==> src/sv/snoi_pkg.sv <==
// Package for the sorted newline offset index: sizes, codes and shared types.
// No dependencies.
package snoi_pkg;

    localparam int TABLE_DEPTH   = 1024;
    localparam int POSITION_BITS = 32;

    localparam int POS_W      = POSITION_BITS;
    localparam int IDX_W      = $clog2(TABLE_DEPTH);
    localparam int CNT_W      = $clog2(TABLE_DEPTH + 1);
    localparam int WIDE_W     = (POSITION_BITS > 32) ? POSITION_BITS : 32;
    localparam int LINE_CMP_W = (CNT_W > 16) ? CNT_W : 16;

    typedef logic [POS_W-1:0]      pos_t;
    typedef logic [IDX_W-1:0]      idx_t;
    typedef logic [CNT_W-1:0]      cnt_t;
    typedef logic [WIDE_W-1:0]     wide_t;
    typedef logic [LINE_CMP_W-1:0] line_cmp_t;

    localparam pos_t POS_MAX = '1;

    // Item kinds
    localparam logic [2:0] K_REBUILD  = 3'd0;
    localparam logic [2:0] K_SCAN     = 3'd1;
    localparam logic [2:0] K_INS_BASE = 3'd2;
    localparam logic [2:0] K_INS_NL   = 3'd3;
    localparam logic [2:0] K_ERASE    = 3'd4;
    localparam logic [2:0] K_LOC_OFF  = 3'd5;
    localparam logic [2:0] K_LOC_LINE = 3'd6;

    // Result status codes
    localparam logic [1:0] ST_OK   = 2'd0;
    localparam logic [1:0] ST_FULL = 2'd1;
    localparam logic [1:0] ST_SAT  = 2'd2;

    localparam logic [7:0] NEWLINE_BYTE = 8'h0A;

    // Operation carried out by one pass around the ring
    typedef enum logic [2:0] {
        OP_INSERT,
        OP_SHIFT,
        OP_ERASE,
        OP_LOCOFF,
        OP_LOCLINE
    } pass_op_t;

    typedef struct packed {
        pass_op_t  op;
        pos_t      value;
        pos_t      pos;
        pos_t      amount;
        cnt_t      count;
        line_cmp_t line_sel;
    } pass_cmd_t;

    typedef struct packed {
        logic sat;
        logic erased;
        cnt_t lo;
        pos_t prev;
        pos_t line_val;
    } pass_stat_t;

endpackage

==> src/sv/snoi_cell.sv <==
// One storage cell of the offset ring: holds one table entry.
// Depends on snoi_pkg.
module snoi_cell
    import snoi_pkg::*;
(
    input  logic clk,
    input  logic shift,
    input  pos_t d,
    output pos_t q
);

    pos_t val_reg;

    // Take the neighbor's entry while the ring turns
    always_ff @(posedge clk)
    begin
        if (shift)
        begin
            val_reg <= d;
        end
    end

    assign q = val_reg;

endmodule

==> config.mk <==
export PLATFORM = sky130hd
export DESIGN_NAME = snoi_cell
export DESIGN_NICKNAME = d
export VERILOG_FILES = /design/src/sv/snoi_pkg.sv /design/src/sv/snoi_cell.sv
export SDC_FILE = /design/constraint.sdc
export NUM_CORES = 1
export LEC_CHECK = 0
export ABC_AREA = 1
export BUFFER_PORTS_ARGS = -buffer_cell sky130_fd_sc_hd__buf_4
export CAP_MARGIN = 20
export CORE_ASPECT_RATIO = 1.1
export CORE_MARGIN = 2
export CORE_UTILIZATION = 39
export CTS_CLUSTER_DIAMETER = 150
export DETAILED_ROUTE_END_ITERATION = 8
export GPL_TIMING_DRIVEN = 0
export PLACE_DENSITY = 0.85
export SLEW_MARGIN = 20
export SYNTH_ARGS = -nofsm -noshare
export SYNTH_HDL_FRONTEND = slang
export SYNTH_SLANG_ARGS = --single-unit
export TNS_END_PERCENT = 20
==> constraint.sdc <==
create_clock -name clk -period 0.8 [get_ports clk]
set_input_delay 0.08 -clock clk [delete_from_list [all_inputs] [get_ports clk]]
set_output_delay 0.08 -clock clk [all_outputs]
set_load 0.01 [all_outputs]
==> out/metrics.csv, run 1 <==
stage;metric;value;unit
min_path;Hold WC Path Type;in -> reg;
cells_and_area;Largest register FFs;32;
floorplan;Core Area;2300;sq um
global_route;gr busiest metal;met2;
synthesis;synth unique cells;1;
critical_path;crit-path cells;buf_6;
timing;setup slack after layout;-0.162;ns
global_route;number of global-route vias before repair;752;
synthesis;post-synth top area share;1.00;
timing;RSZ-0062 raised after global routing;true;
synthesis;Net Count, Synth;66;
outcome;failing checks;setup timing;
cells_and_area;area of the multi-input gates;0;sq um
global_route;initial antenna violation count;0;
outcome;outcome;finished with violations;
route;Routed WL;2520;microns
cells_and_area;Multi-Input Combinational;0;
critical_path;Worst path max stage delay;0.42;ns
timing;worst slew pin tran;0.388;ns
route;via count;714;
critical_path;kind of critical path;reg -> out;
timing;final hold vios;0;
synthesis;syn_area_per_cell;30.0;sq um
global_route;All-Layer GR Usage;0.188;
power;P_leak;0.000822;uW
clocking;CTS tree;built;
route;drt via density;4.30;
floorplan;Starting Density;0.418;
cells_and_area;Util after Layout;0.852;
global_route;first-pass GRT wire length;3640;microns
clocking;TritonCTS Buffers;5;
critical_path;Buffers & Inverters on Critical Path;1;
min_path;hold depth;1;
synthesis;Cell Area, Synth;961;sq um
clocking;root buf cell;clkbuf_4;
critical_path;crit-path leading delay family;flip-flops;
floorplan;# IOs;66;
clocking;Clk pin slew, worst setup/hold paths;0.09;ns
clocking;clock sinks;32;
global_route;gr ovfl total;0;
critical_path;Worst setup SP type;register;
cells_and_area;Final #Nets;170;
route;mean routed wirelength per cell;15.2;microns
critical_path;Critical Path RT;0.72;ns
synthesis;Mapped Cells;32;
min_path;Worst Hold Endpoint;q[29]$_DFFE_PP_;
global_route;met3 Resource Use GR;0.0887;
timing;minimum clock period;0.962;ns
synthesis;Compound-Gate Fraction of Synth Area;0;
clocking;clk buf depth;2;
cells_and_area;area growth from synthesis to layout;104;%
synthesis;number of synthesized register bits;32;
synthesis;Post-Synth XOR/XNOR Area;0;
synthesis;synth top area cells;edfxtp_1;
floorplan;Die Area;2880;sq um
critical_path;Worst EP arrival;0.88;ns
synthesis;sequential area share after synthesis;1.00;
power;PwrDens;1770;nW/um^2
global_route;global routing met2 resource utilization;0.317;
synthesis;Synth Area in Simple Gates;0;
cells_and_area;Ant. Diodes;0;
cells_and_area;layout cell share with drive strength beyond 1;0.522;
synthesis;post-synthesis adder-cell area fraction;0;
timing;Peak Freq;1.04;GHz
timing;Rel. slew slack;0.742;
clocking;htree depth;2;
route;Pre-Repair DR Iteration Count;4;
floorplan;Die H;56.1;microns
flow_run;Max Cap Viol;0;
timing;Setup violations, final;32;
critical_path;Slowest-stage cell, CP;edfxtp_1;
min_path;worst hold start;shift;
synthesis;area leader, netlist;edfxtp_1;
floorplan;# rows;18;
clocking;number of post-CTS setup repair buffers;0;
placement;IO buf count;65;
placement;Final Wtd Congestion;0.614;
global_route;GR Util met1;0.191;
route;post-route ant nets;0;
timing;Setup TNS Final;-4.01;ns
power;VDD IR-drop max;1.48;mV
global_route;largest net degree at the start of global routing;33;
timing;count of pins over their slew limit;0;
synthesis;Syn. warnings;0;
route;DRC errors left;0;
critical_path;Worst path depth;1;
floorplan;Die W;51.3;microns
critical_path;CP Capture Type;output port;
critical_path;crit path max fanout;1;
route;DR iter-0 viols;7;
synthesis;mux share of post-synthesis cell area;0;
timing;Final period util;1.20;
## where the power goes
group	internal [uW]	leakage [uW]	switching (uW)	total [uW]
clock	323	0.0000281	487	810
combinational	414	0.000481	196	610
sequential	1990	0.000313	61.2	2060
total	2730	0.000822	744	3470
## cells in the mapped netlist, drive strengths merged
cell type  count
edfxtp        32
## layer usage
layer  routed length, microns  part of all wire
met4                       37             0.015
met2                     1460              0.58
met3                      160             0.064
met1                      858              0.34
met5                        0                 0
## metrics by stage
| stage | cell area, sq um | total power (uW) | instances | hold WS [ns] | setup WS (ns) |
|---|---|---|---|---|---|
| 2_1_floorplan | 961 | 2140 | 32 | 0.179 | 0.326 |
| 3_3_place_gp | 1490 | 2460 | 127 | 0.258 | 0.0407 |
| 3_5_place_dp | 1490 | 2480 | 127 | 0.259 | 0.0132 |
| 4_1_cts | 1920 | 3460 | 166 | 0.194 | -0.174 |
| 5_1_grt | 1960 | 3630 | 166 | 0.198 | -0.209 |
| 6_report | 1960 | 3470 | 166 | 0.210 | -0.162 |
## worst max-delay path by stage
| stage | start | to | slack (ns) |
|---|---|---|---|
| after floorplan | q[0]$_DFFE_PP_ | q[0] | 0.33 |
| after global placement | shift | q[10]$_DFFE_PP_ | 0.04 |
| after detailed placement | shift | q[16]$_DFFE_PP_ | 0.01 |
| after CTS | q[0]$_DFFE_PP_ | q[0] | -0.17 |
| after global routing | q[5]$_DFFE_PP_ | q[5] | -0.21 |
| final | q[5]$_DFFE_PP_ | q[5] | -0.16 |
## cell families (layout without fill, tap and decap cells)
group / after synthesis / count (layout)
flip-flops: 32 / 32
buffers and inverters: 0 / 104
## placed cells by master, fill, tap and decap left out
cell type,synthesis,final
edfxtp_1,32,32
buf_4,0,37
buf_6,0,28
clkbuf_4,0,5
dlygate4sd3_1,0,32
clkinv_2,0,1
clkbuf_1,0,1
## final cells by class
type,instances,area (sq um)
Clock buffer,6,41.3
Timing Repair Buffer,97,913
Clock inverter,1,5.00
Tap cell,30,37.5
Fill cell,102,339
Sequential cell,32,961
## what timing repair did
action / in CTS / in global routing
hold endpoints to repair: 32 / 0
resized for setup: 19 / 9
hold buffers: 32 / 0
setup endpoints to repair: 32 / 32
Power figures use the tool's default switching activity.
==> run 2, diff against run 1 <==
ABC_AREA = not set   (was 1)
RECOVER_POWER = 100   (was not set)
==> out/metrics.csv, run 2 (synthesis gave the netlist of run 1 again) <==
stage;metric;value;unit
global_route;initial antenna violation count;0;
timing;Rel. slew slack;0.491;
clocking;number of post-CTS setup repair buffers;0;
critical_path;crit-path cells;buf_6;
timing;worst slew pin tran;0.763;ns
power;P_leak;0.000815;uW
clocking;htree depth;2;
critical_path;CP Capture Type;output port;
min_path;worst hold start;d[5];
critical_path;Slowest-stage cell, CP;edfxtp_1;
cells_and_area;Largest register FFs;32;
route;drt via density;4.31;
global_route;first-pass GRT wire length;3640;microns
cells_and_area;Multi-Input Combinational;0;
timing;RSZ-0062 raised after global routing;true;
route;Routed WL;2490;microns
timing;count of pins over their slew limit;0;
timing;minimum clock period;0.961;ns
global_route;All-Layer GR Usage;0.188;
critical_path;Critical Path RT;0.72;ns
timing;Setup violations, final;32;
cells_and_area;Final #Nets;170;
cells_and_area;Util after Layout;0.851;
timing;final hold vios;0;
route;via count;715;
timing;worst-case hold slack;0.495;ns
placement;IO buf count;65;
route;mean routed wirelength per cell;15.0;microns
power;PwrDens;1770;nW/um^2
min_path;Worst Hold Endpoint;q[5]$_DFFE_PP_;
floorplan;Starting Density;0.418;
clocking;Clk pin slew, worst setup/hold paths;0.09;ns
clocking;clk buf depth;2;
cells_and_area;layout cell share with drive strength beyond 1;0.522;
critical_path;crit-path leading delay family;flip-flops;
cells_and_area;register area;961;sq um
timing;setup slack after layout;-0.161;ns
outcome;failing checks;setup timing;
placement;Final Wtd Congestion;0.614;
route;post-route ant nets;0;
clocking;root buf cell;clkbuf_4;
cells_and_area;area of the multi-input gates;0;sq um
critical_path;Worst EP arrival;0.88;ns
floorplan;Die H;56.1;microns
critical_path;Worst path max stage delay;0.42;ns
clocking;TritonCTS Buffers;5;
cells_and_area;area growth from synthesis to layout;104;%
timing;Peak Freq;1.04;GHz
min_path;hold depth;2;
clocking;clock sinks;32;
cells_and_area;FILL cells;103;
critical_path;crit path max fanout;1;
global_route;largest net degree at the start of global routing;33;
flow_run;Max Cap Viol;0;
global_route;number of global-route vias before repair;752;
critical_path;kind of critical path;reg -> out;
floorplan;Die Area;2880;sq um
placement;pre-CTS setup slack;0.0132;ns
critical_path;Worst setup SP type;register;
outcome;outcome;finished with violations;
floorplan;# rows;18;
critical_path;Buffers & Inverters on Critical Path;1;
floorplan;Die W;51.3;microns
power;VDD IR-drop max;1.47;mV
route;Pre-Repair DR Iteration Count;4;
cells_and_area;most common cell after layout, fill and taps aside;clkbuf_4;
global_route;gr ovfl total;0;
min_path;Hold WC Path Type;in -> reg;
cells_and_area;most frequent cells in the layout;clkbuf_4, dlygate4sd3_1, edfxtp_1, buf_6, buf_4;
floorplan;# IOs;66;
route;DRC errors left;0;
route;DR iter-0 viols;5;
timing;Final period util;1.20;
cells_and_area;Ant. Diodes;0;
clocking;CTS tree;built;
floorplan;Core Area;2300;sq um
-- run 2: cell types whose count changed in the layout (fill, tap and decap cells not counted), sizes merged --
cell | before | now
buf | 65 | 32
clkbuf | 6 | 39
-- run 2: cell type report --
cell class | count | area share
flip-flops and latches | 32 | 0.491
clock buffers | 6 | 0.0211
clock inverters | 1 | 0.00256
repair buffers | 97 | 0.466
well taps | 30 | 0.0192
-- run 2: per-stage QoR --
stage	instance area (sq um)	cells	setup TNS [ns]	total power, uW
6_report	1960	166	-4.07	3460
5_1_grt	1960	166	-5.61	3620
3_5_place_dp	1490	127	0	2480
3_3_place_gp	1490	127	0	2460
2_1_floorplan	961	32	0	2140
4_1_cts	1920	166	-4.56	3460
-- run 2: what timing repair did --
action	4_1_cts	5_1_grt
setup endpoints to repair	32	32
gates resized for setup	19	9
endpoints found under the hold margin	32	0
hold buffers	32	0
-- run 2: per-layer routing --
metal	track usage	vias to the layer above	wire length, microns
li1	-	335	-
met1	0.191	340	844
met2	0.317	38	1460
met3	0.0887	2	168
met4	0.0940	0	14
met5	0	-	0
-- run 2: how the worst max path moves through the flow --
stage                            to            from  depth (start not counted)  slack (ns)
finish                         q[5]  q[5]$_DFFE_PP_                          1       -0.16
global route                   q[5]  q[5]$_DFFE_PP_                          1       -0.21
CTS                            q[0]  q[0]$_DFFE_PP_                          1       -0.17
detailed placement  q[16]$_DFFE_PP_           shift                          1        0.01
global placement    q[10]$_DFFE_PP_           shift                          1        0.04
floorplan                      q[0]  q[0]$_DFFE_PP_                          0        0.33
-- run 2: power breakdown --
group | internal (uW) | switching [uW] | leakage (uW)
logic | 404 | 193 | 0.000474
clock network | 323 | 487 | 0.0000281
registers | 2000 | 61.3 | 0.000313
total | 2720 | 741 | 0.000815
==> run 3, diff against run 2 <==
MAX_ROUTING_LAYER = met4   (was not set)
SKIP_LAST_GASP = 1   (was not set)
==> out/metrics.csv, run 3 (synthesis gave the netlist of run 1 again) <==
stage;metric;value;unit
min_path;worst hold start;d[14];
critical_path;crit path max fanout;1;
global_route;initial antenna violation count;0;
floorplan;Starting Density;0.418;
floorplan;# rows;18;
clocking;Clk pin slew, worst setup/hold paths;0.09;ns
min_path;Hold WC Path Type;in -> reg;
route;Routed WL;2390;microns
route;via count;724;
clocking;number of post-CTS setup repair buffers;0;
timing;final hold vios;0;
global_route;All-Layer GR Usage;0.190;
cells_and_area;most common cell after layout, fill and taps aside;clkbuf_4;
timing;Final period util;1.22;
cells_and_area;Largest register FFs;32;
global_route;first-pass GRT wire length;3640;microns
critical_path;Buffers & Inverters on Critical Path;1;
cells_and_area;area growth from synthesis to layout;95.7;%
critical_path;Worst path max stage delay;0.43;ns
cells_and_area;Multi-Input Combinational;0;
timing;RSZ-0062 raised after global routing;true;
route;Pre-Repair DR Iteration Count;4;
min_path;hold depth;2;
timing;worst slew pin tran;0.760;ns
route;drt via density;4.36;
clocking;TritonCTS Buffers;5;
cells_and_area;area of the multi-input gates;0;sq um
timing;worst-case hold slack;0.487;ns
critical_path;CP Capture Type;output port;
route;Met1 Wirelength;796;microns
floorplan;Die H;56.1;microns
clocking;clock sinks;32;
global_route;largest net degree at the start of global routing;33;
cells_and_area;Final #Nets;170;
clocking;htree depth;2;
floorplan;# IOs;66;
timing;setup slack after layout;-0.172;ns
power;PwrDens;1810;nW/um^2
placement;IO buf count;65;
floorplan;Die W;51.3;microns
min_path;Worst Hold Endpoint;q[14]$_DFFE_PP_;
floorplan;Core Area;2300;sq um
power;P_leak;0.000790;uW
global_route;gr ovfl total;0;
timing;Peak Freq;1.03;GHz
flow_run;Max Cap Viol;0;
critical_path;Critical Path RT;0.72;ns
outcome;failing checks;setup timing;
route;met3 WL post-DR;165;microns
placement;Final Wtd Congestion;0.619;
timing;minimum clock period;0.972;ns
cells_and_area;FILL cells;125;
critical_path;Worst EP arrival;0.89;ns
critical_path;Worst setup SP type;register;
cells_and_area;most frequent cells in the layout;clkbuf_4, dlygate4sd3_1, edfxtp_1, buf_4, buf_6;
outcome;outcome;finished with violations;
floorplan;Die Area;2880;sq um
critical_path;Slowest-stage cell, CP;edfxtp_1;
route;DRC errors left;0;
power;VDD IR-drop max;1.49;mV
clocking;root buf cell;clkbuf_4;
clocking;clk buf depth;2;
timing;Rel. slew slack;0.493;
route;WL met2;1380;microns
route;Max Used Layer;met4;
timing;Setup violations, final;32;
route;mean routed wirelength per cell;14.4;microns
clocking;CTS tree;built;
route;DR iter-0 viols;5;
critical_path;crit-path leading delay family;flip-flops;
timing;count of pins over their slew limit;0;
cells_and_area;Util after Layout;0.819;
route;post-route ant nets;0;
global_route;number of global-route vias before repair;772;
cells_and_area;Ant. Diodes;0;
cells_and_area;layout cell share with drive strength beyond 1;0.522;
critical_path;crit-path cells;buf_6;
critical_path;kind of critical path;reg -> out;
[run 3: cell counts in the layout (fill, tap and decap cells not counted)]
No cell type changed its count.
[run 3: worst max-delay path by stage]
stage	slack, ns	to	depth (start not counted)	startpoint
floorplan	0.33	q[0]	0	q[0]$_DFFE_PP_
global placement	0.04	q[10]$_DFFE_PP_	1	shift
detailed placement	0.01	q[16]$_DFFE_PP_	1	shift
CTS	-0.17	q[0]	1	q[0]$_DFFE_PP_
global route	-0.21	q[15]	1	q[15]$_DFFE_PP_
finish	-0.17	q[12]	1	q[12]$_DFFE_PP_
[run 3: timing repair]
| action | in CTS | in global routing |
|---|---|---|
| gates cloned | 0 | 0 |
| hold buffers | 32 | 0 |
| endpoints found under the setup margin | 32 | 32 |
| endpoints found under the hold margin | 32 | 0 |
| gates resized for setup | 6 | 2 |
[run 3: metrics by stage]
step           total power (uW)  TNS (ns)  std cells  worst slack [ns]  instance area, sq um
5_1_grt                    3550     -5.76        166            -0.212                  1880
2_1_floorplan              2140         0         32             0.326                   961
6_report                   3400     -4.13        166            -0.172                  1880
3_5_place_dp               2480         0        127            0.0132                  1490
4_1_cts                    3420     -4.58        166            -0.174                  1880
3_3_place_gp               2460         0        127            0.0407                  1490
[run 3: report_power, final]
group / total [uW] / internal [uW] / switching (uW) / leakage (uW)
clock network: 815 / 323 / 492 / 0.0000281
registers: 2040 / 1990 / 44.1 / 0.000313
logic: 552 / 358 / 194 / 0.000449
[run 3: per-layer routing]
metal,vias up,track usage
met5,-,-
met4,0,0.0677
met3,7,0.0833
met2,40,0.330
met1,341,0.185
li1,336,-
[run 3: area by class of cell]
cell class	instances	area [sq um]	area share
well taps	30	37.5	0.0200
clock buffers	6	41.3	0.0220
repair buffers	97	836	0.444
flip-flops and latches	32	961	0.511
clock inverters	1	5.00	0.00266
